[src/sv/ppbb_pkg.sv]
`timescale 1ns / 1ps
// Shared types, constants and helpers for the ping-pong byte buffer.
package ppbb_pkg;

   // Buffer geometry
   localparam int BANK_BYTES = 256;
   localparam int MAX_READ   = 16;
   localparam int POS_W      = $clog2(BANK_BYTES);
   localparam int RPOS_W     = POS_W + 1;
   localparam int MEM_AW     = POS_W + 1;

   // Word field widths
   localparam int ACT_W  = 3;
   localparam int BYTE_W = 8;
   localparam int LEN_W  = 5;

   // Command queue between front and back
   localparam int CQ_DEPTH = 2;
   localparam int CQ_PTR_W = 1;
   localparam int CQ_CNT_W = 2;

   // Result queue
   localparam int OUT_DEPTH = 4;
   localparam int OUT_PTR_W = 2;
   localparam int OCNT_W    = 3;

   // Action codes on the request side
   localparam logic [ACT_W-1:0] ACT_WRITE = 3'd0;
   localparam logic [ACT_W-1:0] ACT_READ  = 3'd1;
   localparam logic [ACT_W-1:0] ACT_FLUSH = 3'd2;
   localparam logic [ACT_W-1:0] ACT_CLEAR = 3'd3;
   localparam logic [ACT_W-1:0] ACT_KILL  = 3'd4;

   typedef enum logic [2:0] {
      OP_WRITE,
      OP_READ,
      OP_FLUSH,
      OP_CLEAR,
      OP_KILL,
      OP_NOP
   } cmd_op_type;

   typedef enum logic [2:0] {
      ST_WRITE,
      ST_FULL,
      ST_FLUSH,
      ST_FLUSHED,
      ST_FINISHED,
      ST_KILL
   } bstat_type;

   typedef enum logic [1:0] {
      CODE_OK,
      CODE_KILLED,
      CODE_NOT_READY,
      CODE_CLEAR_REFUSED
   } rsp_code_type;

   typedef enum logic [1:0] {
      SEQ_IDLE,
      SEQ_READ,
      SEQ_FLUSH
   } seq_type;

   typedef struct packed {
      cmd_op_type        op;
      logic [BYTE_W-1:0] data;
      logic [LEN_W-1:0]  len;
      logic              len_ok;
      logic              len_zero;
   } cmd_type;

   typedef struct packed {
      logic [BYTE_W-1:0] data_out;
      logic              data_valid;
      logic              last;
      rsp_code_type      code;
      logic              accepted;
      logic              finished;
   } rsp_type;

   function automatic logic is_done(bstat_type s);
      return (s == ST_FINISHED) || (s == ST_KILL);
   endfunction

endpackage

[src/sv/ppbb_front.sv]
`timescale 1ns / 1ps
// Front end: takes request words, decodes them and holds them in a short command queue.
module ppbb_front (
   input  logic                          clock,
   input  logic                          reset,
   input  logic                          req_push,
   output logic                          req_full,
   input  logic [ppbb_pkg::ACT_W-1:0]    req_action,
   input  logic [ppbb_pkg::BYTE_W-1:0]   req_data_in,
   input  logic [ppbb_pkg::LEN_W-1:0]    req_read_len,
   output logic                          cmd_valid,
   output ppbb_pkg::cmd_type             cmd,
   input  logic                          cmd_pop
);
   import ppbb_pkg::*;

   cmd_type               q_ff [CQ_DEPTH];
   logic [CQ_PTR_W-1:0]   wr_ptr_ff, wr_ptr_in;
   logic [CQ_PTR_W-1:0]   rd_ptr_ff, rd_ptr_in;
   logic [CQ_CNT_W-1:0]   count_ff, count_in;
   cmd_type               dec;
   logic                  push_ok;
   logic                  pop_ok;

   // decode
   always_comb begin
      dec.data     = req_data_in;
      dec.len      = req_read_len;
      dec.len_ok   = (int'(req_read_len) <= MAX_READ) && (int'(req_read_len) <= BANK_BYTES);
      dec.len_zero = (req_read_len == '0);
      unique case (req_action)
         ACT_WRITE: dec.op = OP_WRITE;
         ACT_READ:  dec.op = OP_READ;
         ACT_FLUSH: dec.op = OP_FLUSH;
         ACT_CLEAR: dec.op = OP_CLEAR;
         ACT_KILL:  dec.op = OP_KILL;
         default:   dec.op = OP_NOP;
      endcase
   end

   assign req_full  = (count_ff == CQ_CNT_W'(CQ_DEPTH));
   assign cmd_valid = (count_ff != '0);
   assign cmd       = q_ff[rd_ptr_ff];
   assign push_ok   = req_push && !req_full;
   assign pop_ok    = cmd_pop && cmd_valid;

   always_comb begin
      wr_ptr_in = push_ok ? wr_ptr_ff + 1'b1 : wr_ptr_ff;
      rd_ptr_in = pop_ok ? rd_ptr_ff + 1'b1 : rd_ptr_ff;
      count_in  = count_ff + CQ_CNT_W'(push_ok) - CQ_CNT_W'(pop_ok);
   end

   always_ff @(posedge clock) begin
      if (reset) begin
         wr_ptr_ff <= '0;
         rd_ptr_ff <= '0;
         count_ff  <= '0;
      end else begin
         wr_ptr_ff <= wr_ptr_in;
         rd_ptr_ff <= rd_ptr_in;
         count_ff  <= count_in;
      end
   end

   always_ff @(posedge clock) begin
      if (push_ok) begin
         q_ff[wr_ptr_ff] <= dec;
      end
   end

endmodule

[src/sv/ppbb_back.sv]
`timescale 1ns / 1ps
// Back end: bank memory, buffer status machine and the read / flush sequencer.
module ppbb_back (
   input  logic                          clock,
   input  logic                          reset,
   input  logic                          cmd_valid,
   input  ppbb_pkg::cmd_type             cmd,
   output logic                          cmd_pop,
   input  logic [ppbb_pkg::OCNT_W-1:0]   out_level,
   output logic                          out_push,
   output ppbb_pkg::rsp_type             out_word
);
   import ppbb_pkg::*;

   // architectural state
   bstat_type            status_ff, status_in;
   logic                 rbsel_ff, rbsel_in;
   logic [POS_W-1:0]     wpos_ff, wpos_in;
   logic [RPOS_W-1:0]    rpos_ff, rpos_in;

   // sequencer
   seq_type              seq_ff, seq_in;
   logic [LEN_W-1:0]     idx_ff, idx_in;
   logic [LEN_W-1:0]     len_ff, len_in;
   logic [LEN_W-1:0]     can_ff, can_in;
   logic                 swap_ff, swap_in;
   logic [RPOS_W-1:0]    base_ff, base_in;
   logic                 obank_ff, obank_in;
   logic                 fin_ff, fin_in;
   logic [POS_W-1:0]     fill_ff, fill_in;

   // result stage
   logic                 resp_valid_ff, resp_valid_in;
   rsp_type              resp_ff, resp_in;
   logic                 resp_mem_ff, resp_mem_in;

   // bank memory
   logic [BYTE_W-1:0]    bank_mem_ff [2**MEM_AW];
   logic [BYTE_W-1:0]    rdata_ff;
   logic                 mem_we, mem_re;
   logic [MEM_AW-1:0]    mem_waddr, mem_raddr;
   logic [BYTE_W-1:0]    mem_wdata;

   logic                 space;
   logic [RPOS_W-1:0]    avail;
   logic [LEN_W-1:0]     can;
   logic                 short_rd;
   logic [RPOS_W-1:0]    rd_sum;
   logic                 start_read, start_flush, seq_done;

   assign space = (out_level + OCNT_W'(resp_valid_ff)) < OCNT_W'(OUT_DEPTH);

   always_comb begin
      avail    = (rpos_ff < RPOS_W'(BANK_BYTES)) ? RPOS_W'(BANK_BYTES) - rpos_ff : '0;
      short_rd = avail < RPOS_W'(cmd.len);
      can      = short_rd ? LEN_W'(avail) : cmd.len;
      rd_sum   = base_ff + RPOS_W'(idx_ff);
   end

   // sequencer next state
   always_comb begin
      seq_in = seq_ff;
      unique case (seq_ff)
         SEQ_IDLE: begin
            if (start_read) seq_in = SEQ_READ;
            else if (start_flush) seq_in = SEQ_FLUSH;
         end
         SEQ_READ: begin
            if (seq_done) seq_in = SEQ_IDLE;
         end
         SEQ_FLUSH: begin
            if (seq_done) seq_in = SEQ_IDLE;
         end
         default: seq_in = SEQ_IDLE;
      endcase
   end

   // datapath and status updates
   always_comb begin
      status_in     = status_ff;
      rbsel_in      = rbsel_ff;
      wpos_in       = wpos_ff;
      rpos_in       = rpos_ff;
      idx_in        = idx_ff;
      len_in        = len_ff;
      can_in        = can_ff;
      swap_in       = swap_ff;
      base_in       = base_ff;
      obank_in      = obank_ff;
      fin_in        = fin_ff;
      fill_in       = fill_ff;
      cmd_pop       = 1'b0;
      resp_valid_in = 1'b0;
      resp_mem_in   = 1'b0;
      resp_in.data_out   = '0;
      resp_in.data_valid = 1'b0;
      resp_in.last       = 1'b1;
      resp_in.code       = CODE_OK;
      resp_in.accepted   = 1'b0;
      resp_in.finished   = is_done(status_ff);
      mem_we        = 1'b0;
      mem_waddr     = {~rbsel_ff, wpos_ff};
      mem_wdata     = cmd.data;
      mem_re        = 1'b0;
      mem_raddr     = '0;
      start_read    = 1'b0;
      start_flush   = 1'b0;
      seq_done      = 1'b0;

      unique case (seq_ff)
         SEQ_IDLE: begin
            if (cmd_valid && space) begin
               cmd_pop       = 1'b1;
               resp_valid_in = 1'b1;
               unique case (cmd.op)
                  OP_WRITE: begin
                     priority if (status_ff == ST_FLUSH) begin
                        status_in        = ST_WRITE;
                        resp_in.code     = CODE_NOT_READY;
                        resp_in.finished = 1'b0;
                     end else if (status_ff != ST_WRITE) begin
                        resp_in.code = (status_ff == ST_KILL) ? CODE_KILLED : CODE_NOT_READY;
                     end else begin
                        mem_we           = 1'b1;
                        resp_in.accepted = 1'b1;
                        resp_in.finished = 1'b0;
                        if (wpos_ff == POS_W'(BANK_BYTES - 1)) begin
                           status_in = ST_FULL;
                           wpos_in   = '0;
                        end else begin
                           wpos_in = wpos_ff + 1'b1;
                        end
                     end
                  end
                  OP_READ: begin
                     priority if (status_ff == ST_KILL) begin
                        resp_in.code = CODE_KILLED;
                     end else if (!cmd.len_ok) begin
                        resp_in.code = CODE_NOT_READY;
                     end else if (cmd.len_zero) begin
                        resp_in.code = CODE_OK;
                     end else if (!short_rd ||
                                  status_ff == ST_FULL || status_ff == ST_FLUSH ||
                                  status_ff == ST_FLUSHED) begin
                        // streaming read; bytes follow from the sequencer
                        resp_valid_in = 1'b0;
                        start_read    = 1'b1;
                        idx_in        = '0;
                        len_in        = cmd.len;
                        can_in        = can;
                        base_in       = rpos_ff;
                        obank_in      = rbsel_ff;
                        swap_in       = 1'b0;
                        priority if (!short_rd) begin
                           rpos_in = rpos_ff + RPOS_W'(cmd.len);
                           fin_in  = is_done(status_ff);
                        end else if (status_ff == ST_FLUSHED) begin
                           status_in = ST_FINISHED;
                           fin_in    = 1'b1;
                        end else begin
                           swap_in   = 1'b1;
                           rbsel_in  = ~rbsel_ff;
                           status_in = (status_ff == ST_FLUSH) ? ST_FLUSHED : ST_WRITE;
                           rpos_in   = RPOS_W'(cmd.len - can);
                           fin_in    = 1'b0;
                        end
                     end else begin
                        resp_in.code = CODE_NOT_READY;
                     end
                  end
                  OP_FLUSH: begin
                     if (status_ff == ST_WRITE) begin
                        status_in        = ST_FLUSH;
                        fill_in          = wpos_ff;
                        start_flush      = 1'b1;
                        resp_in.finished = 1'b0;
                     end else begin
                        resp_in.code = (status_ff == ST_KILL) ? CODE_KILLED : CODE_OK;
                     end
                  end
                  OP_CLEAR: begin
                     rpos_in = RPOS_W'(BANK_BYTES);
                     if (status_ff == ST_FULL || status_ff == ST_FINISHED) begin
                        status_in        = ST_WRITE;
                        wpos_in          = '0;
                        resp_in.finished = 1'b0;
                     end else begin
                        resp_in.code = CODE_CLEAR_REFUSED;
                     end
                  end
                  OP_KILL: begin
                     status_in        = ST_KILL;
                     resp_in.finished = 1'b1;
                  end
                  default: begin
                     resp_in.code = CODE_OK;
                  end
               endcase
            end
         end
         SEQ_READ: begin
            if (space) begin
               resp_valid_in    = 1'b1;
               resp_in.finished = fin_ff;
               resp_in.last     = (idx_ff == len_ff - LEN_W'(1));
               priority if (idx_ff < can_ff) begin
                  mem_re             = 1'b1;
                  mem_raddr          = {obank_ff, rd_sum[POS_W-1:0]};
                  resp_mem_in        = 1'b1;
                  resp_in.data_valid = 1'b1;
               end else if (swap_ff) begin
                  mem_re             = 1'b1;
                  mem_raddr          = {~obank_ff, POS_W'(idx_ff - can_ff)};
                  resp_mem_in        = 1'b1;
                  resp_in.data_valid = 1'b1;
               end else begin
                  // zero padding past the end of a flushed bank
                  resp_in.data_valid = 1'b0;
               end
               idx_in   = idx_ff + 1'b1;
               seq_done = resp_in.last;
            end
         end
         SEQ_FLUSH: begin
            mem_we    = 1'b1;
            mem_waddr = {~rbsel_ff, fill_ff};
            mem_wdata = '0;
            fill_in   = fill_ff + 1'b1;
            seq_done  = (fill_ff == POS_W'(BANK_BYTES - 1));
         end
         default: begin
            seq_done = 1'b1;
         end
      endcase
   end

   always_ff @(posedge clock) begin
      if (reset) begin
         seq_ff        <= SEQ_IDLE;
         status_ff     <= ST_WRITE;
         rbsel_ff      <= 1'b0;
         wpos_ff       <= '0;
         rpos_ff       <= RPOS_W'(BANK_BYTES);
         resp_valid_ff <= 1'b0;
      end else begin
         seq_ff        <= seq_in;
         status_ff     <= status_in;
         rbsel_ff      <= rbsel_in;
         wpos_ff       <= wpos_in;
         rpos_ff       <= rpos_in;
         resp_valid_ff <= resp_valid_in;
      end
   end

   always_ff @(posedge clock) begin
      idx_ff      <= idx_in;
      len_ff      <= len_in;
      can_ff      <= can_in;
      swap_ff     <= swap_in;
      base_ff     <= base_in;
      obank_ff    <= obank_in;
      fin_ff      <= fin_in;
      fill_ff     <= fill_in;
      resp_ff     <= resp_in;
      resp_mem_ff <= resp_mem_in;
   end

   always_ff @(posedge clock) begin
      if (mem_we) begin
         bank_mem_ff[mem_waddr] <= mem_wdata;
      end
      if (mem_re) begin
         rdata_ff <= bank_mem_ff[mem_raddr];
      end
   end

   always_comb begin
      out_push = resp_valid_ff;
      out_word = resp_ff;
      if (resp_mem_ff) begin
         out_word.data_out = rdata_ff;
      end
   end

   a_flush_status: assert property (@(posedge clock) disable iff (reset)
      (seq_ff == SEQ_FLUSH) |-> (status_ff == ST_FLUSH))
      else $error("zero-fill running outside flush status");

   a_read_index: assert property (@(posedge clock) disable iff (reset)
      (seq_ff == SEQ_READ) |-> (idx_ff < len_ff))
      else $error("read index ran past requested length");

   a_rpos_range: assert property (@(posedge clock) disable iff (reset)
      rpos_ff <= RPOS_W'(BANK_BYTES))
      else $error("read position beyond bank");

endmodule

[src/sv/ppbb_out_fifo.sv]
`timescale 1ns / 1ps
// Result queue: holds finished result words until the consumer pops them.
module ppbb_out_fifo (
   input  logic                          clock,
   input  logic                          reset,
   input  logic                          push,
   input  ppbb_pkg::rsp_type             push_word,
   input  logic                          pop,
   output logic                          empty,
   output ppbb_pkg::rsp_type             head_word,
   output logic [ppbb_pkg::OCNT_W-1:0]   level
);
   import ppbb_pkg::*;

   rsp_type               q_ff [OUT_DEPTH];
   logic [OUT_PTR_W-1:0]  wr_ptr_ff, wr_ptr_in;
   logic [OUT_PTR_W-1:0]  rd_ptr_ff, rd_ptr_in;
   logic [OCNT_W-1:0]     count_ff, count_in;
   logic                  pop_ok;

   assign empty     = (count_ff == '0);
   assign head_word = q_ff[rd_ptr_ff];
   assign level     = count_ff;
   assign pop_ok    = pop && !empty;

   always_comb begin
      wr_ptr_in = push ? wr_ptr_ff + 1'b1 : wr_ptr_ff;
      rd_ptr_in = pop_ok ? rd_ptr_ff + 1'b1 : rd_ptr_ff;
      count_in  = count_ff + OCNT_W'(push) - OCNT_W'(pop_ok);
   end

   always_ff @(posedge clock) begin
      if (reset) begin
         wr_ptr_ff <= '0;
         rd_ptr_ff <= '0;
         count_ff  <= '0;
      end else begin
         wr_ptr_ff <= wr_ptr_in;
         rd_ptr_ff <= rd_ptr_in;
         count_ff  <= count_in;
      end
   end

   always_ff @(posedge clock) begin
      if (push) begin
         q_ff[wr_ptr_ff] <= push_word;
      end
   end

   a_no_overflow: assert property (@(posedge clock) disable iff (reset)
      push |-> (count_ff != OCNT_W'(OUT_DEPTH)))
      else $error("result queue overflow");

endmodule

[src/sv/ping_pong_byte_buffer_core.sv]
`timescale 1ns / 1ps
// Top level of the ping-pong byte buffer.
// Two banks of BANK_BYTES bytes: the producer fills the write bank, the consumer reads the other.
// Request words (write, read, flush, clear, kill) go into a two-word command queue; req_full
// is high only when that queue is full, so a word can be pushed on every cycle while the back
// end has room. The back end runs one command at a time on a bank memory with one write port
// and one read port. Write, clear, kill, refused reads and a flush outside the write state are
// done in the step that takes the command. A read of N bytes has a start step, then sends one
// byte per cycle while the result queue has room, through the memory read port or as zero
// padding past the end of a flushed bank; a flush from the write state zero-fills the rest of
// the write bank one byte per cycle on the memory write port. Results land in a four-word
// result queue: a status word passes through the back end's result register and the result
// queue before it reaches the result ports; the first byte of a read comes after its start step.
// A stalled consumer holds off the back end; the front keeps taking words until its two-word
// queue fills.
// Every request yields one status word except a successful read of N >= 1 bytes, which
// yields N words; last marks the final word of each request. Bank bytes that were never
// written read back as undefined values.
module ping_pong_byte_buffer_core (
   input  logic                          clock,
   input  logic                          reset,
   // request side
   input  logic                          req_push,
   output logic                          req_full,
   input  logic [ppbb_pkg::ACT_W-1:0]    req_action,
   input  logic [ppbb_pkg::BYTE_W-1:0]   req_data_in,
   input  logic [ppbb_pkg::LEN_W-1:0]    req_read_len,
   // result side
   output logic                          rsp_empty,
   input  logic                          rsp_pop,
   output logic [ppbb_pkg::BYTE_W-1:0]   rsp_data_out,
   output logic                          rsp_data_valid,
   output logic                          rsp_last,
   output logic [1:0]                    rsp_code,
   output logic                          rsp_accepted,
   output logic                          rsp_finished
);
   import ppbb_pkg::*;

   logic               cmd_valid;
   cmd_type            cmd;
   logic               cmd_pop;
   logic [OCNT_W-1:0]  out_level;
   logic               out_push;
   rsp_type            out_word;
   rsp_type            head_word;

   // decode and queue requests
   ppbb_front u_front (
      .clock        (clock),
      .reset        (reset),
      .req_push     (req_push),
      .req_full     (req_full),
      .req_action   (req_action),
      .req_data_in  (req_data_in),
      .req_read_len (req_read_len),
      .cmd_valid    (cmd_valid),
      .cmd          (cmd),
      .cmd_pop      (cmd_pop)
   );

   // banks, status machine, read and flush sequencing
   ppbb_back u_back (
      .clock     (clock),
      .reset     (reset),
      .cmd_valid (cmd_valid),
      .cmd       (cmd),
      .cmd_pop   (cmd_pop),
      .out_level (out_level),
      .out_push  (out_push),
      .out_word  (out_word)
   );

   // result words wait here for the consumer
   ppbb_out_fifo u_out (
      .clock     (clock),
      .reset     (reset),
      .push      (out_push),
      .push_word (out_word),
      .pop       (rsp_pop),
      .empty     (rsp_empty),
      .head_word (head_word),
      .level     (out_level)
   );

   assign rsp_data_out   = head_word.data_out;
   assign rsp_data_valid = head_word.data_valid;
   assign rsp_last       = head_word.last;
   assign rsp_code       = head_word.code;
   assign rsp_accepted   = head_word.accepted;
   assign rsp_finished   = head_word.finished;

endmodule
[config.mk]
export PLATFORM = sky130hd
export DESIGN_NAME = ping_pong_byte_buffer_core
export DESIGN_NICKNAME = d
export VERILOG_FILES = /design/src/sv/ppbb_pkg.sv /design/src/sv/ppbb_front.sv /design/src/sv/ppbb_back.sv /design/src/sv/ppbb_out_fifo.sv /design/src/sv/ping_pong_byte_buffer_core.sv
export SDC_FILE = /design/constraint.sdc
export NUM_CORES = 2
export LEC_CHECK = 0
export BUFFER_PORTS_ARGS = -buffer_cell sky130_fd_sc_hd__buf_2
export CAP_MARGIN = 10
export CORE_MARGIN = 4
export CORE_UTILIZATION = 30
export CTS_CLUSTER_DIAMETER = 200
export DETAILED_ROUTE_END_ITERATION = 6
export HOLD_SLACK_MARGIN = 0.05
export SKIP_CTS_REPAIR_TIMING = 1
export SYNTH_ARGS = -nofsm -noshare
export SYNTH_HDL_FRONTEND = slang
export SYNTH_HIERARCHICAL = 1
export SYNTH_MEMORY_MAX_BITS = 65536
export SYNTH_SLANG_ARGS = --single-unit
[constraint.sdc]
create_clock -name clock -period 21.8 [get_ports clock]
set_input_delay 3.27 -clock clock [delete_from_list [all_inputs] [get_ports clock]]
set_output_delay 3.27 -clock clock [all_outputs]
set_load 0.02 [all_outputs]
After elaboration in Yosys (flattened, before gate mapping)
Memories as Yosys holds them, arrays and structs flattened. A register that Yosys moved wholly into a read port is not among the register bits. Index checks and enable logic that the tools add are counted.

Output and inout bits: 16. Logic and storage cells: 253. Flip-flop bits (word level): 76. Bits in writable memories: 4188. Memories: 3.

$lt $le $gt $ge: 5. Reduce and logical (&&, ||, !) cells: 37. Add/subtract/negate cells: 17. Eq/ne operators: 42. Mux-type cells: 115. Bitwise operators: 8.

Memories: u_back.bank_mem_ff (depth 512, bits a word 8, read ports 1, clocked after Yosys merged registers in 1, write ports 1, line ppbb_back.sv:38) `logic [BYTE_W-1:0] bank_mem_ff [2**MEM_AW];`; u_out.q_ff (depth 4, bits a word 14, read ports 1, clocked after Yosys merged registers in 1, write ports 1, line ppbb_out_fifo.sv:15) `rsp_type q_ff [OUT_DEPTH];`; u_front.q_ff (depth 2, bits a word 18, read ports 1, clocked after Yosys merged registers in 1, write ports 1, line ppbb_front.sv:17) `cmd_type q_ff [CQ_DEPTH];`.

Operators by type and width (number): 9-bit two-way mux (11); 8-bit two-way mux (10); 1-bit two-way mux (46); 5-bit two-way mux (8); 3-bit two-way mux (11); 2-bit two-way mux (16); 8-bit one-hot mux with 2 select lines (2); 3-bit one-hot mux with 5 select lines (2); 2-bit by 1-bit inequality test with 1-bit output (second input constant) (11); 3-bit by 2-bit == test with 1-bit output (second input constant) (6); 9-bit one-hot mux with 2 select lines (1); 8-bit by 1-bit adder with 8-bit output (second input constant) (2); 8-bit == test (second input constant) (2); 2-bit inequality test (second input constant) (8); 8-bit AND reduction (2); 3-bit == test (second input constant) (4); 3-bit logical NOT (4); 12-bit AND reduction (1); 5-bit by 5-bit subtractor with 6-bit output (2); 5-bit one-hot mux with 2 select lines (1); 2-bit nonzero test (5); 9-bit by 5-bit adder with 9-bit output (1); 3-bit by 1-bit == test with 1-bit output (second input constant) (3); 9-bit by 5-bit < comparator with 1-bit output (1); other kinds (40) (64).

Logic depth before layout (Yosys ltp)
Word-level depth: 16. Depth in mapped cells: 28.

Cells and area by module
Netlist, hierarchy kept.

Modules (own cells, without submodules): ppbb_back (cells each 12895, sequential area each 124879.8 sq um, area each 168417.8 sq um, instances 1); ppbb_out_fifo (cells each 117, sequential area each 1861.8 sq um, area each 2509.9 sq um, instances 1); ppbb_front (cells each 89, sequential area each 1181.1 sq um, area each 1565.3 sq um, instances 1).

Worst setup path before layout
No wires, ideal clock.

Kind: register -> register. From: reg u_back.seq_ff[0]. To: mem u_back.bank_mem_ff[0][2] (data pin). Library setup time: 2724 ps. Period minus slack after synthesis: 16573 ps. Data arrival time: 13849 ps. Required time: 19076 ps. Cell stages (with the launch flop): 8. Setup slack: 5227 ps. Cell sequence: dfxtp_1 inv_1 ha_1 clkbuf_1 clkbuf_1 clkbuf_1 clkbuf_1 nor2b_1.

Longest elaborated chain between the ends: 2.

Ends and longest elaborated chain: start: declaration (line ppbb_back.sv:22) `seq_type seq_ff, seq_in;`; start signal: assignment (line ppbb_back.sv:246) `seq_ff <= seq_in;`; 2-bit == test (line ppbb_back.sv:110) `unique case (seq_ff)`; 8-bit two-way mux (line ppbb_back.sv:110); via u_back.mem_wdata[2] (line ppbb_back.sv:42) `logic [BYTE_W-1:0] mem_wdata;`; end: declaration (line ppbb_back.sv:38).

The timed path passes the listed nets, and every way through them passes these cells.

Final worst setup path
From: reg u_back.idx_ff[0]. To: reg u_back.rdata_ff[7] (read register of u_back.bank_mem_ff) (data pin).

Longest elaborated chain between the ends: 5. Elaborated cells between the ends (all ways): 10. Those cells by class: 2 x add/sub; 1 x order compare; 7 x mux.

Ends and longest elaborated chain: start: declaration (line ppbb_back.sv:23) `logic [LEN_W-1:0] idx_ff, idx_in;`; start signal: assignment (line ppbb_back.sv:256) `idx_ff <= idx_in;`; 5-bit by 5-bit subtractor with 6-bit output (line ppbb_back.sv:213) `mem_raddr = {~obank_ff, POS_W'(idx_ff - can_ff)};`; 9-bit two-way mux (line ppbb_back.sv:211) `end else if (swap_ff) begin`; 9-bit two-way mux (line ppbb_back.sv:206) `priority if (idx_ff < can_ff) begin`; 9-bit two-way mux (line ppbb_back.sv:202) `if (space) begin`; 9-bit two-way mux (line ppbb_back.sv:110); end: declaration (line ppbb_back.sv:39) `logic [BYTE_W-1:0] rdata_ff;`.

Parallel ways exist; a longest one is shown, timed or not. A chain may end at the register's enable or synchronous reset.

==> results.ini <==
[status]
outcome=finished clean

[synth]
synth_top_area_share_pct=73.64
synthCells=13101
yosysMostFrequentCell=edfxtp_1
synth.area.top_cells=edfxtp_1 (74%), nand2_1 (7.4%), a21oi_1 (2.8%)
synth.ff_latch_count=4275
ys.flop_type=edfxtp_1
async_reset_ff_share_pct=0
synth_area_leader_cell=edfxtp_1
synth_edf_count=4230
yosysSeqAreaShare_pct=74.16
netlist_area_um2=172500
yosys_warnings=6
avgSynthCellArea_um2=13.17
synthTopCellsByCount=edfxtp_1 (4230), nand2_1 (3415), a21oi_1 (956), nand3_1 (790), nor2_1 (691)
syn-num-nets=13167
synth_cell_types=96

[global_route]
antenna_found_initial=61
grt_first_pass_wirelength_mm=799.4
track_usage_pct=18.34
gr-total-overflow=0
grt_pass1_vias=106106
grt_max_degree=190

[finish]
nets=13013
final_layout_size_suffix_gt1_share_pct=8.278
areaGrowthSynthToFinish_pct=12.94

[floorplanning]
die_x_um=766.3
core_area_um2=573200
initial_core_util_pct=30.09
die_h_um=766.3
die-area_um2=587200
rows=278
io_pins=36

[setup_path]
slowest_delay_ps=830
endpoint_kind=flop
startpoint_type=flop
path_common_cell=buf_4
crit_arrival_ps=9550
cp_slowest_cell=buf_4
path_cells=inv_1, ha_1, inv_1, fa_1, a21oi_1, o311a_1, o311a_4, buf_4, buf_12, buf_4, buf_4, buf_4, a21oi_1, a22oi_1, o31ai_1, a2111oi_1, a22oi_1, nor2_1, o21ai_0, nand4_1
worstPathRequired_ps=22620
path_max_fanout=144
critPathKind=flop to flop

[detailed_routing]
vias_per_cell=5.457
drc=0
final_antenna_net_count=0
routed_wl_mm=566.9
wl_met3_mm=64.59
drt_iter0_drc=17680
first_pass_iters=6
wl_per_cell_um=27.06
routed.top_layer=met5
via_count=114312
met2_length_mm=252.3
wl_met1_mm=219.9

[clocking]
clock_sinks=4275
numCtsBuffers=433
worstSkewPairLatency_ps=1010
cts-htree-levels=5
clk_pin_slew_ps=60
cts_tree=yes
cts_buffer_depth=4
cts_root_buffer=clkbuf_16

[run]
maxCapViolCount=0

[sta]
tightestPinTransition_ps=1357
period_needed_ps=8736
skew_ps=66.04
final.period_utilization_pct=40.07
relSlewSlack_pct=9.521
drv_slew=0
tns_ps=0
clock.fmax_ghz=0.1145
setup_viol=0
rsz0062_at_grt=false
final-hold-violation-count=0
setup_slack_ps=13060

[placement]
dp_hpwl_mm=326.4
numPortBuffers=35
post-place-ws_ps=13400
gp_congestion=0.8526

[power_and_ir_drop]
switching_share_pct=24.97
p_sw_mw=4.787
power.internal_mw=14.38
irDropWorstVdd_v=0.00008592
leakage_nw=63.96
power_frac_seq_pct=52.7
p_comb_share_pct=9.7
powerDensity_nw_per_um2=98.41
p_clk_share_pct=37.6

[hold_path]
hold_class=flop to flop

-- cells in the final DEF, fill, tap and decap left out, types with 46 or more instances in the layout --
| cell | count |
|---|---|
| clkbuf_16 | 439 |
| buf_4 | 254 |
| a22oi_1 | 170 |
| diode_2 | 76 |
| nor4_1 | 46 |
| mux2i_1 | 109 |
| a31oi_1 | 208 |
| nor3_1 | 67 |
| clkbuf_1 | 92 |
| a311oi_1 | 58 |
| edfxtp_1 | 4230 |
| o21ai_0 | 115 |
| a21oi_1 | 956 |
| nor2_1 | 681 |
| clkinv_2 | 96 |
| nand2_1 | 3400 |
| a32oi_1 | 176 |
| nand3_1 | 779 |
| o22ai_1 | 142 |
| clkinv_1 | 113 |
| and3_1 | 163 |
| inv_1 | 49 |
-- final timing paths --
check | start | to | slack, ps | cells after the start
max | u_back/idx_ff[0]$_SDFFCE_PN0P_ | u_back/rdata_ff[7]$_DFFE_PP_ | 13060 | 20
min reg2reg | u_back/out_word[5]$_SDFF_PN0_ | u_out/q_ff[1][5]$_DFFE_PP_ | 480 | 0
min | u_back/out_word[5]$_SDFF_PN0_ | u_out/q_ff[1][5]$_DFFE_PP_ | 480 | 0
max reg2reg | u_back/idx_ff[0]$_SDFFCE_PN0P_ | u_back/rdata_ff[7]$_DFFE_PP_ | 13060 | 20
-- power by group through the flow --
stage	clock [mW]	sequential (mW)	combinational (mW)
finish	7.20	10.1	1.86
global route	7.61	10.1	1.96
CTS	7.26	10.1	1.84
detailed placement	0	10.3	1.84
global placement	0	10.3	1.80
floorplan	0	11.0	0.905
-- state kept, by name, indices dropped and copies added (netlist names), 5 cells and up, named ones only --
| register | count |
|---|---|
| u_back/bank_mem_ff | 4096 |
| u_out/q_ff | 56 |
| u_front/q_ff | 36 |
| u_back/rpos_ff | 9 |
| u_back/base_ff | 8 |
| u_back/fill_ff | 8 |
| u_back/rdata_ff | 8 |
| u_back/wpos_ff | 8 |
| u_back/out_word | 6 |
| u_back/can_ff | 5 |
| u_back/idx_ff | 5 |
| u_back/len_ff | 5 |
-- cell families (layout without fill, tap and decap cells) --
family                     after synthesis  count (layout)  synth area share [%]
buffers and inverters                  956            1168                 2.603
and+or+nand+nor                       5380            5380                 13.01
xor gates and xnor gates                37              37                0.2067
other                                    0              76                     0
AOI/OAI and AO/OA                     2226            2226                 8.300
adders and majority gates               46              46                0.3554
muxes                                  181             181                 1.359
DFF                                   4275            4275                 74.16
-- critical path: cells and delay by family, from the launching register on --
family,cells,cell delay [ps]
compound gates,9,3140
fa+ha+maj,2,620
buf+inv,7,3470
flops,1,490
simple gates,2,480
-- per-stage QoR --
step	total power, mW	hold WS [ps]	cell area (um2)	cells	util (%)
floorplan	11.86	406.4	172500	13101	-
global placement	12.07	457.4	181100	20070	31.59
detailed placement	12.11	467.8	181100	20072	31.59
CTS	19.20	474.4	194600	20873	33.95
global route	19.68	491.9	194800	20925	33.98
finish	19.17	476.8	194800	20949	33.99
-- per-layer routing --
layer	global-route usage, %	vias up
met5	0	-
met4	8.635	52
met3	4.099	1216
met2	27.85	6963
met1	24.94	57671
li1	-	48410
-- layout make-up --
class,instances,area (um2)
flip-flops and latches,4275,127900
diodes,76,190.2
clock buffers,533,11360
fillers,55401,378400
repair buffers,317,2634
multi-input cells,7870,40890
clock inverters,268,2173
inverters,50,187.7
well taps,7560,9459
Note: power is estimated with default switching activity, not from simulation.
